$ cat src/hw/rtl/skvt_pkg.sv
`timescale 1ns / 1ps
// Shared types and constants of the sorted key/value table.
// Used by skvt_cell and sorted_key_value_table_unit; no dependencies.
package skvt_pkg;

   localparam int DEPTH      = 64;
   localparam int KEY_BITS   = 64;
   localparam int VALUE_BITS = 32;
   localparam int LEN_BITS   = 16;
   localparam int CNT_BITS   = $clog2(DEPTH + 1);

   typedef enum logic [2:0] {
      ST_UPDATED  = 3'd0,
      ST_INSERTED = 3'd1,
      ST_FULL     = 3'd2,
      ST_FOUND    = 3'd3,
      ST_MISS     = 3'd4
   } status_type;

   typedef enum logic {
      S_IDLE  = 1'b0,
      S_APPLY = 1'b1
   } state_type;

   typedef enum logic [1:0] {
      CMD_HOLD   = 2'd0,
      CMD_SHIFT  = 2'd1,
      CMD_LOAD   = 2'd2,
      CMD_UPDATE = 2'd3
   } cell_cmd_type;

   typedef struct packed {
      logic [KEY_BITS-1:0]   key;
      logic [VALUE_BITS-1:0] value;
      logic [LEN_BITS-1:0]   length;
      logic                  tomb;
   } entry_type;

   typedef struct packed {
      logic lt;
      logic eq;
   } cell_flags_type;

endpackage

$ cat src/hw/rtl/skvt_cell.sv
`timescale 1ns / 1ps
// One slot of the sorted table: holds an entry, compares its key with a request
// key, and on an insert takes the neighbor's or new entry. Depends on skvt_pkg.
module skvt_cell import skvt_pkg::*; (
   input  logic                clock,
   input  logic                cmp_en,
   input  logic [KEY_BITS-1:0] cmp_key,
   input  logic                occupied,
   input  cell_cmd_type        cmd,
   input  entry_type           new_entry,
   input  entry_type           prev_entry,
   output entry_type           entry,
   output cell_flags_type      flags,
   output entry_type           rd_entry
);

   entry_type      entry_ff;
   entry_type      entry_in;
   cell_flags_type flags_ff;
   cell_flags_type flags_in;

   always_comb begin
      flags_in.lt = occupied && (entry_ff.key < cmp_key);
      flags_in.eq = occupied && (entry_ff.key == cmp_key);
   end

   always_comb begin
      entry_in = entry_ff;
      unique case (cmd)
         CMD_HOLD:   entry_in = entry_ff;
         CMD_SHIFT:  entry_in = prev_entry;
         CMD_LOAD:   entry_in = new_entry;
         CMD_UPDATE: begin
            entry_in        = new_entry;
            entry_in.key    = entry_ff.key;
         end
         default:    entry_in = entry_ff;
      endcase
   end

   always_ff @(posedge clock) begin
      entry_ff <= entry_in;
      if (cmp_en) begin
         flags_ff <= flags_in;
      end
   end

   assign entry    = entry_ff;
   assign flags    = flags_ff;
   assign rd_entry = flags_ff.eq ? entry_ff : '0;

endmodule

$ cat config.mk
export PLATFORM = sky130hd
export DESIGN_NAME = skvt_cell
export DESIGN_NICKNAME = d
export VERILOG_FILES = /design/src/hw/rtl/skvt_pkg.sv /design/src/hw/rtl/skvt_cell.sv
export SDC_FILE = /design/constraint.sdc
export NUM_CORES = 1
export LEC_CHECK = 0
export BUFFER_PORTS_ARGS = -buffer_cell sky130_fd_sc_hd__buf_2
export CAP_MARGIN = 20
export CORE_AREA = 2 2 201 203
export DETAILED_ROUTE_END_ITERATION = 10
export DIE_AREA = 0 0 203 205
export GPL_TIMING_DRIVEN = 0
export PLACE_DENSITY_LB_ADDON = 0.3
export SLEW_MARGIN = 20
export SYNTH_ARGS = -nofsm -noshare
export SYNTH_HDL_FRONTEND = slang
export SYNTH_SLANG_ARGS = --single-unit
$ cat constraint.sdc
create_clock -name clock -period 2.2 [get_ports clock]
set_input_delay 0.11 -clock clock [delete_from_list [all_inputs] [get_ports clock]]
set_output_delay 0.11 -clock clock [all_outputs]
set_load 0.03 [all_outputs]
-- Word level (Yosys, flattened, before mapping)
Cells that the tools add are included.
- register bits after elaboration: 115
- bits in latches: 0
- memory bits (writable): 0
- bits in read-only memories: 0
- input port bits: 295
- output and inout bits: 228
- word-level logic and storage cells: 19
- memories: 0
- add/sub/neg operators: 0
- multipliers: 0
- div/mod/pow operators: 0
- magnitude comparators: 1
- equality and inequality tests: 4
- shift-type cells: 0
- muxes and demuxes: 2
- bitwise gates (word level): 2
- reduce and logical (&&, ||, !) cells: 4
- operator list (cell ; number):
    113-bit case mux with 3 select lines ; 1
    113-bit two-way mux ; 1
    64-bit == test ; 1
    64-bit less-than comparator ; 1
    2-bit == test, second input constant ; 2
    2-bit by 1-bit == test with 1-bit output, second input constant ; 1
    1-bit logical AND ; 2
    2-bit zero test ; 1
    1-bit NOT ; 2
    2-bit AND reduction ; 1

-- Depth between registers and ports, before layout
Gate-level depths: netlist of run 1.
- depth in word-level cells: 3
- gate-level depth with buffers: 8
- mapped depth without buffers: 8

-- Worst setup path after synthesis of run 1
No wires, ideal clock.
- path type: register to register
- start point: register entry_ff, in the netlist entry[111]
- end point: register flags_ff, in the netlist flags[1], data pin
- data arrival time: 1934 ps
- required time: 1944 ps
- slack: 10 ps
- stages on the path, launching flop included: 8
- period minus slack after synthesis: 2190 ps
- path through: edfxtp_1 -> ha_1 -> nand4_2 -> nor4_4 -> nand2_2 -> nor3_2 -> nand2_1 -> o211a_1
- RTL lines (item ; line ; text):
    start: declaration ; skvt_cell.sv:17 ; entry_type entry_ff;
    start signal: assignment ; skvt_cell.sv:42 ; entry_ff <= entry_in;
    end signal: assignment ; skvt_cell.sv:44 ; flags_ff <= flags_in;
    end: declaration ; skvt_cell.sv:19 ; cell_flags_type flags_ff;

==> summary.txt, run 1 <==
Largest net degree at the start of global routing: 35
Nets: 1,786
Initial Util: 0.186
RSZ-0062 raised after global routing: yes
Violated checks: setup timing
DRC violations left: 0
Drt first pass iters: 4
Crit path time final: 2.27 ns
Crit path cell chain: ha_1 > nand4_1 > nor4_2 > nand2_2 > o211ai_1 > a211oi_2 > o211a_1
Crit path from: entry[97]$_DFFE_PP_
Synth warn: 0
Die ar.: 41,600 um2
CTS tree: yes
Hpwl dp: 28.3 mm
Hold Vio Cnt, Final: 0
Min setup slack post-route: -0.0687 ns
Hold WS: 0.0320 ns
Final WL: 37.4 mm
CTS Sinks: 115
CTS root buf: clkbuf_16
Top cells by count, synth: edfxtp_1 (115), and2_1 (114), inv_1 (68)
Critical Path RT: 2.40 ns
Placer congestion estimate: 0.869
Vias in the first global route: 8,623
Max Cap Viol: 0
Async set-or-reset flop fraction in the synthesized netlist: 0
Yosys reg bits: 115
Initial antenna violation count: 2
Total grt overflow: 0
Pwr/cell area: 652 nW/um2
Critical Path Fanout Max: 3
Clock Tree Buf Depth: 2
Crit Path Category: flip-flop to flip-flop
Die height: 205 um
Antenna Nets Post-Route: 0
Element type at the critical path end: flip-flop
Worst clock skew: 0.00767 ns
Synthesized Nets: 1,040
Port Buffers: 522
Top post-synthesis cells by area: edfxtp_1 (47%), ha_1 (11%), and2_1 (9.7%)
Status: finished, violations left
Slowest CP cell: edfxtp_1
GRT Overall Usage: 0.174
Number of flops mapped to enable cells by yosys: 115
Post-synth top area cell: edfxtp_1
Max H-tree Level: 4
Initial DRC count: 415
Die W: 203 um
Global-route wire length before repair: 52.4 mm
Count leader, synth: edfxtp_1
WL/cell: 19.0 um
Worst VDD drop: 470 uV
Hold Crit Start: new_entry[47]
Avg Cell Area, Syn: 10.8 um2
Vias per cell: 4.17
Synth unique cells: 35
WP buf/inv: 0
Top cell family by delay on the critical path: simple AND/OR/NAND/NOR gates
Slowest stage delay, CP: 0.46 ns
Final Util: 0.339
Slew margin rel.: 0.533
Core ar.: 39,400 um2
Via Count: 8,194
Seq/Total Area, Yosys: 0.471
FP Rows: 73
Num CTS Buffers: 17
LEAKAGE: 6.51 nW
Share of the synthesized area in the top cell type: 0.471
Startpoint Class: flip-flop
Data arrival time of the worst path: 2.46 ns
Layout cells sized above 1: 0.436
Num ports: 523
Ys flop type: edfxtp_1
Worst-Margin Slew: 0.701 ns
Area Growth Syn to Fin: 82.3%
Clock slew at reported path FFs: 0.07 ns
Synthesized instance count: 678
Cell Area, Synth: 7330 um2
Finish-stage setup viols: 1
Worst skew pair latency: 0.44 ns
Max Clk Rate: 0.441 GHz
Worst R2R Start: entry[97]$_DFFE_PP_
Hold WC Path Type: input port to flip-flop
Period Utilization, post-route: 1.03
Max-slew violation count: 0
==> worst paths after layout <==
path	slack, ns	depth (start not counted)	endpoint
max	-0.07	7	flags[1]$_DFFE_PP_
min	0.03	2	entry[47]$_DFFE_PP_
min reg2reg	0.98	3	flags[0]$_DFFE_PP_
max reg2reg	-0.07	7	flags[1]$_DFFE_PP_
==> repair_timing <==
action | 4_1_cts | 5_1_grt
endpoints found under the setup margin | 98 | 3
hold buffers | 196 | 0
buffers inserted | 7 | 0
pin swaps | 8 | 2
hold endpoints to repair | 112 | 0
gates resized for setup | 15 | 2
==> cell usage in the layout, fill, tap and decap left out, types with 6 or more instances in the layout <==
master	instances
dlygate4sd3_1	196
inv_1	67
edfxtp_1	115
mux2_2	34
buf_2	527
buf_4	7
mux2_1	15
clkbuf_1	23
ha_1	62
clkbuf_16	17
o21ai_0	39
nor2_1	7
nand4_1	7
nand2b_1	32
a22o_1	32
a21oi_1	23
and2_1	114
nand2_1	52
nand3_1	6
==> layer usage <==
metal / routed length, um / share of wire / vias up / global-route usage
li1: - / - / 3879 / -
met1: 14800 / 0.40 / 3875 / 0.199
met2: 19000 / 0.51 / 393 / 0.312
met3: 2580 / 0.069 / 47 / 0.0437
met4: 915 / 0.024 / 0 / 0.0662
met5: 0 / 0 / - / 0
==> area by class of cell <==
type	count	area, um2
fill	4043	26000
inverter	68	255
sequential	115	3450
buffer	33	140
timing repair buffer	728	4680
clock buffer	18	429
tap	525	657
clock inverter	14	145
antenna	5	12.5
multi-input combinational	461	3590
==> state kept, by name, indices dropped and copies added, names as in the netlist <==
name   flops
flags      2
entry    113
==> worst reg2reg max path: stages (launching register included) <==
cell	delay, ns
edfxtp_1	0.46
ha_1	0.31
nand4_1	0.17
nor4_2	0.31
nand2_2	0.16
o211ai_1	0.41
a211oi_2	0.08
o211a_1	0.13
==> logic make-up after synthesis <==
| group | after synthesis | share of synthesized area |
|---|---|---|
| AO/OA/AOI/OAI | 111 | 0.100 |
| adder cells (fa/ha/maj) | 67 | 0.114 |
| buffers and inverters | 102 | 0.0531 |
| multiplexers | 49 | 0.0753 |
| flip-flops | 115 | 0.471 |
| AND/OR/NAND/NOR | 234 | 0.185 |
==> through the flow <==
| stage | TNS [ns] | cell area (um2) | cells | power [mW] | worst slack (ns) |
|---|---|---|---|---|---|
| 6_report | -0.0687 | 13400 | 1967 | 8.71 | -0.0687 |
| 5_1_grt | -0.171 | 13300 | 1964 | 9.16 | -0.164 |
| 4_1_cts | -0.133 | 13300 | 1963 | 8.82 | -0.133 |
| 3_5_place_dp | -43.18 | 10700 | 1728 | 5.62 | -0.640 |
| 3_3_place_gp | -160.90 | 10600 | 1725 | 5.58 | -1.01 |
| 2_1_floorplan | 0 | 7330 | 678 | 4.53 | 0.0100 |
==> report_power, final <==
group / switching (mW) / leakage (nW) / internal [mW] / total (mW)
logic: 1.71 / 5.09 / 1.14 / 2.85
registers: 0.271 / 1.14 / 2.79 / 3.06
clock network: 1.21 / 0.278 / 1.59 / 2.80
Note: power is estimated with default switching activity, not from simulation.
==> inputs of run 2 (changes only) <==
==> constraint.sdc (replaced) <==
create_clock -name clock -period 2 [get_ports clock]
set_input_delay 0.1 -clock clock [delete_from_list [all_inputs] [get_ports clock]]
set_output_delay 0.1 -clock clock [all_outputs]
set_load 0.03 [all_outputs]
==> run 2 against run 1 <==
The run still ends with setup timing left. Critical path depth unchanged. Register-to-register slack worse by 0.17 ns. Global-route usage down 0.41 points. Critical path type unchanged. Largest power group unchanged. Highest routed layer is now met5.
==> summary.txt, run 2 (synthesized netlist as in run 1, its figures left out) <==
Core ar.: 39,400 um2 (unchanged)
Worst-Margin Slew: 0.698 ns (-0.00239 ns)
Via Count: 8,112 (-1.0%)
Port Buffers: 522 (unchanged)
Switching Fraction: 0.364 (-0.00204)
Clock network power share: 0.314 (-0.007)
Top cell family by delay on the critical path: simple AND/OR/NAND/NOR gates
LEAKAGE: 6.59 nW (+1.3%)
Drt first pass iters: 4 (unchanged)
Hold Vio Cnt, Final: 0 (unchanged)
Largest net degree at the start of global routing: 40 (+14%)
Crit path time final: 2.24 ns (-0.0266 ns)
Vias per cell: 4.11 (-1.3%)
Num CTS Buffers: 17 (unchanged)
Hpwl dp: 27.9 mm (-1.4%)
CTS tree: yes
Die W: 203 um (unchanged)
Crit path cell chain: ha_4 > nand4_4 > nor4_4 > nand2_2 > nor3_4 > nand2_2 > o211a_1
Area Growth Syn to Fin: 84.0%
WP buf/inv: 0 (unchanged)
Max-slew violation count: 0 (unchanged)
Crit path from: entry[111]$_DFFE_PP_
Min setup slack post-route: -0.242 ns (-0.173 ns)
Critical Path RT: 2.19 ns (-0.21 ns)
Antenna Nets Post-Route: 0 (unchanged)
GRT Overall Usage: 0.170 (-0.00410)
FP Rows: 73 (unchanged)
Die height: 205 um (unchanged)
Placer congestion estimate: 0.888 (+2.2%)
Hold Crit Start: prev_entry[101]
Initial DRC count: 334 (-20%)
Period Utilization, post-route: 1.12 (+0.0898)
Num ports: 523 (unchanged)
Clock slew at reported path FFs: 0.06 ns (about the same)
Most frequent cells in the layout: buf_2 (528), dlygate4sd3_1 (200), edfxtp_1 (115), and2_1 (114), inv_1 (67)
Total grt overflow: 0 (unchanged)
Worst R2R Start: entry[111]$_DFFE_PP_
Critical Path Fanout Max: 3 (unchanged)
Nets: 1,796 (+0.56%)
Max H-tree Level: 4 (unchanged)
Combinational power share: 0.335 (+0.007)
Data arrival time of the worst path: 2.43 ns (-0.03 ns)
CTS root buf: clkbuf_16
P_int: 6.09 mW (+10%)
Clock Tree Buf Depth: 2 (unchanged)
FF/Latch Area: 3450 um2 (unchanged)
Most common cell after layout, fill and taps aside: buf_2
Hold WS: 0.0301 ns (-0.00195 ns)
Worst skew pair latency: 0.44 ns (about the same)
RSZ-0062 raised after global routing: yes
Final instance area: 13,500 um2 (+0.93%)
Layout fillers: 3,980 (-1.6%)
Element type at the critical path end: flip-flop
Pwr/cell area: 710 nW/um2 (+8.9%)
Slowest CP cell: edfxtp_1
Initial antenna violation count: 3 (+1)
Initial Util: 0.186 (unchanged)
Global-route wire length before repair: 51.3 mm (-2.0%)
Final WL: 36.5 mm (-2.2%)
DRC violations left: 0 (unchanged)
Max Clk Rate: 0.446 GHz (+1.2%)
Max reg flops: 113 (unchanged)
Violated checks: setup timing
Max Cap Viol: 0 (unchanged)
Finish-stage setup viols: 2 (+1)
WL/cell: 18.5 um (-2.5%)
Worst clock skew: 0.00556 ns (-0.00211 ns)
Worst VDD drop: 592 uV (+26%)
Slowest stage delay, CP: 0.55 ns (+0.09 ns)
Startpoint Class: flip-flop
Status: finished, violations left
Vias in the first global route: 8,471 (-1.8%)
DP Worst Slack: -0.834 ns (-0.193 ns)
CTS Sinks: 115 (unchanged)
Crit Path Category: flip-flop to flip-flop
Die ar.: 41,600 um2 (unchanged)
Hold WC Path Type: input port to flip-flop
Sequential Power Share: 0.351 (about the same)
Layout cells sized above 1: 0.447 (+0.0115)
Area after DPL: 10,800 um2 (+0.95%)
Area of the multi-input gates: 3620 um2 (+1.0%)
Most used cell, CP: nand2_2
Slew margin rel.: 0.534 (+0.00159)
P_sw: 3.48 mW (+9.3%)
[run 2: layer usage]
metal,wire (um),global-route usage,vias to the layer above
met5,30,0,-
met4,1030,0.0636,4
met3,2320,0.0487,40
met2,18400,0.302,330
met1,14800,0.193,3835
li1,-,-,3903
[run 2: path summary, 6_finish.rpt]
path              depth (start not counted)  slack (ns)              endpoint
setup / recovery                          7       -0.24    flags[1]$_DFFE_PP_
hold / removal                            3        0.03  entry[101]$_DFFE_PP_
setup reg to reg                          7       -0.24    flags[1]$_DFFE_PP_
hold reg to reg                           3        0.95    flags[0]$_DFFE_PP_
[run 2: worst reg2reg max path: cells and delay by family (launching register included)]
| family | cells | cell delay, ns |
|---|---|---|
| DFF | 1 | 0.55 |
| and+or+nand+nor | 5 | 0.85 |
| adders and majority gates | 1 | 0.36 |
| AOI/OAI and AO/OA | 1 | 0.24 |
[run 2: metrics by stage]
stage | util | setup TNS [ns] | power (mW) | std cells
floorplan | - | -0.149 | 5.03 | 678
global placement | 0.272 | -169.77 | 6.19 | 1725
detailed placement | 0.273 | -59.12 | 6.23 | 1728
CTS | 0.341 | -0.594 | 9.68 | 1968
global route | 0.342 | -0.718 | 10.0 | 1973
finish | 0.342 | -0.434 | 9.57 | 1973
[run 2: layout make-up]
| class | count | share of cell area |
|---|---|---|
| Antenna cell | 1 | 0.000186 |
| Buffer | 33 | 0.0121 |
| Clock buffer | 17 | 0.0316 |
| Clock inverter | 15 | 0.00993 |
| Inverter | 68 | 0.0189 |
| Multi-Input combinational cell | 461 | 0.269 |
| Sequential cell | 115 | 0.256 |
| Tap cell | 525 | 0.0487 |
| Timing Repair Buffer | 738 | 0.354 |
[run 2: repair_timing]
action | in CTS | in global routing
hold endpoints to repair | 113 | 1
buffers inserted | 10 | 3
resized for setup | 18 | 16
setup endpoints to repair | 161 | 37
pin swaps | 2 | 2
hold buffers | 199 | 1
[run 2: power groups by stage]
stage	sequential (mW)	clock [mW]	combinational, mW
floorplan	3.95	0	1.08
global placement	3.43	0	2.76
detailed placement	3.43	0	2.81
CTS	3.37	3.10	3.21
global route	3.40	3.18	3.47
finish	3.36	3.00	3.21
==> inputs of run 3 (changes only) <==
--- a/config.mk
+++ b/config.mk
@@ -7,9 +7,9 @@
 export LEC_CHECK = 0
 export BUFFER_PORTS_ARGS = -buffer_cell sky130_fd_sc_hd__buf_2
 export CAP_MARGIN = 20
-export CORE_AREA = 2 2 201 203
+export CORE_AREA = 2 2 203 205
 export DETAILED_ROUTE_END_ITERATION = 10
-export DIE_AREA = 0 0 203 205
+export DIE_AREA = 0 0 205 207
 export GPL_TIMING_DRIVEN = 0
 export PLACE_DENSITY_LB_ADDON = 0.3
 export SLEW_MARGIN = 20
==> constraint.sdc (replaced) <==
create_clock -name clock -period 2.1 [get_ports clock]
set_input_delay 0.105 -clock clock [delete_from_list [all_inputs] [get_ports clock]]
set_output_delay 0.105 -clock clock [all_outputs]
set_load 0.03 [all_outputs]
==> run 3 against run 2 <==
The flow still finishes with violations (setup timing). First-iteration DRC count down 11%. Routed wire length fell by 0.72%. Non-clock buffer count is 7 lower. Via count decreased by 0.79%. Sequential share of layout area barely moved. Final cell count rose by 0.10%. Global-route usage fell by 0.46 points. Critical endpoint unchanged.
==> summary.txt, run 3 (synthesized netlist as in run 1, its figures left out) <==
Antenna Nets Post-Route: 0 (unchanged)
Port Buffers: 522 (unchanged)
Critical path endpoint: flags[1]$_DFFE_PP_
Placer congestion estimate: 0.818 (-7.8%)
Max Cap Viol: 0 (unchanged)
Vias per cell: 4.07 (-0.89%)
Crit Path Category: flip-flop to flip-flop
Pwr/cell area: 682 nW/um2 (-3.9%)
Placed Cells: 1,735 (+0.41%)
Num ports: 523 (unchanged)
TNS Setup: -0.271 ns (+0.163 ns)
Drt first pass iters: 4 (unchanged)
CTS root buf: clkbuf_16
Die W: 205 um (+0.99%)
Initial Util: 0.182 (-0.00462)
Initial DRC count: 297 (-11%)
Most frequent cells in the layout: buf_2 (527), dlygate4sd3_1 (192), edfxtp_1 (115), and2_1 (114), inv_1 (67)
Max H-tree Level: 4 (unchanged)
Max-slew violation count: 0 (unchanged)
Finish-stage setup viols: 2 (unchanged)
Final instance area: 13,500 um2 (about the same)
Nets: 1,789 (-0.39%)
DRC violations left: 0 (unchanged)
Data arrival time of the worst path: 2.45 ns (+0.02 ns)
Critical Path RT: 2.28 ns (+0.09 ns)
Critical Path Fanout Max: 3 (unchanged)
Num CTS Buffers: 17 (unchanged)
Die ar.: 42,400 um2 (+2.0%)
CTS tree: yes
Via Count: 8,048 (-0.79%)
Max Clk Rate: 0.442 GHz (-0.99%)
LEAKAGE: 6.58 nW (-0.25%)
Slew margin rel.: 0.491 (-0.0434)
Final std cells w/o fill: 1,975 (+0.10%)
Reg2Reg Setup Slack: -0.16 ns (+0.08 ns)
Violated checks: setup timing
Worst clock skew: 0.00479 ns (-0.000767 ns)
Die height: 207 um (+0.98%)
GRT Overall Usage: 0.165 (-0.00455)
Clock Tree Buf Depth: 2 (unchanged)
WL/cell: 18.4 um (-0.82%)
Vias in the first global route: 8,550 (+0.93%)
Most common cell after layout, fill and taps aside: buf_2
Initial antenna violation count: 3 (unchanged)
Hold Path Depth: 3 (unchanged)
Layout cells sized above 1: 0.446 (-0.00130)
Hold WS: 0.0247 ns (-0.00543 ns)
Reg2reg end: flags[1]$_DFFE_PP_
Worst r2r path cells: 8 (+1)
Worst R2R Start: entry[97]$_DFFE_PP_
Worst VDD drop: 543 uV (-8.2%)
Area after DPL: 10,700 um2 (-0.41%)
Max reg flops: 113 (unchanged)
RSZ-0062 raised after global routing: yes
Hpwl dp: 27.5 mm (-1.2%)
FP Rows: 74 (+1.4%)
Period Utilization, post-route: 1.08 (-0.0427)
Worst-Margin Slew: 0.762 ns (+0.0641 ns)
Hold Vio Cnt, Final: 0 (unchanged)
Status: finished, violations left
Clock slew at reported path FFs: 0.06 ns (about the same)
Core ar.: 40,400 um2 (+2.5%)
Global-route wire length before repair: 51.5 mm (+0.26%)
Area Growth Syn to Fin: 83.9% (about the same)
Worst skew pair latency: 0.43 ns (about the same)
Hold WC Path Type: input port to flip-flop
Final WL: 36.3 mm (-0.72%)
Largest net degree at the start of global routing: 34 (-15%)
Min setup slack post-route: -0.165 ns (+0.0776 ns)
Crit path time final: 2.26 ns (+0.0224 ns)
Crit path from: entry[97]$_DFFE_PP_
Element type at the critical path end: flip-flop
Total grt overflow: 0 (unchanged)
DP Worst Slack: -0.996 ns (-0.163 ns)
Startpoint Class: flip-flop
CTS Sinks: 115 (unchanged)
-- run 3: power breakdown --
group | switching [mW] | internal (mW) | total, mW | leakage, nW
combinational | 1.77 | 1.22 | 2.99 | 5.16
clock | 1.21 | 1.76 | 2.97 | 0.278
sequential | 0.307 | 2.92 | 3.23 | 1.14
-- run 3: metrics by stage --
step / power, mW / util
after floorplan: 4.76 / -
after global placement: 5.87 / 0.264
after detailed placement: 5.90 / 0.266
after CTS: 9.25 / 0.331
after global routing: 9.62 / 0.334
final: 9.19 / 0.334
-- run 3: how the worst min path moves through the flow --
stage,startpoint,end
after floorplan,cmp_en,flags[0]$_DFFE_PP_
after global placement,cmp_en,flags[0]$_DFFE_PP_
after detailed placement,cmp_en,flags[0]$_DFFE_PP_
after CTS,prev_entry[107],entry[107]$_DFFE_PP_
after global routing,new_entry[74],entry[74]$_DFFE_PP_
final,prev_entry[71],entry[71]$_DFFE_PP_
-- run 3: worst max-delay path, stage by stage, from the launching register on --
cell      delay [ns]
edfxtp_1        0.48
ha_1            0.32
nand4_1         0.14
nor4_2          0.31
nand2_2         0.17
nor3_4          0.27
buf_4           0.15
a211oi_2        0.05
o211a_1         0.12
-- run 3: area by class of cell --
| cell class | instances | area [um2] |
|---|---|---|
| diodes | 3 | 7.51 |
| well taps | 532 | 666 |
| flip-flops and latches | 115 | 3450 |
| multi-input cells | 461 | 3640 |
| fillers | 4170 | 26900 |
| plain buffers | 34 | 165 |
| repair buffers | 730 | 4700 |
| clock buffers | 18 | 429 |
| clock inverters | 14 | 154 |
| inverters | 68 | 255 |
-- run 3: repair_timing --
item | CTS | global route
setup endpoints to repair | 140 | 16
endpoints found under the hold margin | 112 | 0
resized for setup | 19 | 13
setup buffers | 7 | 6
pin swaps | 8 | 7
hold buffers | 192 | 0
-- run 3: per-layer routing --
metal  routed length [um]  global-route usage  up-vias
met1                14600               0.190     3749
li1                     -                   -     3885
met5                    0                   0        -
met2                18200               0.293      363
met4                 1200              0.0700        0
met3                 2210              0.0381       51
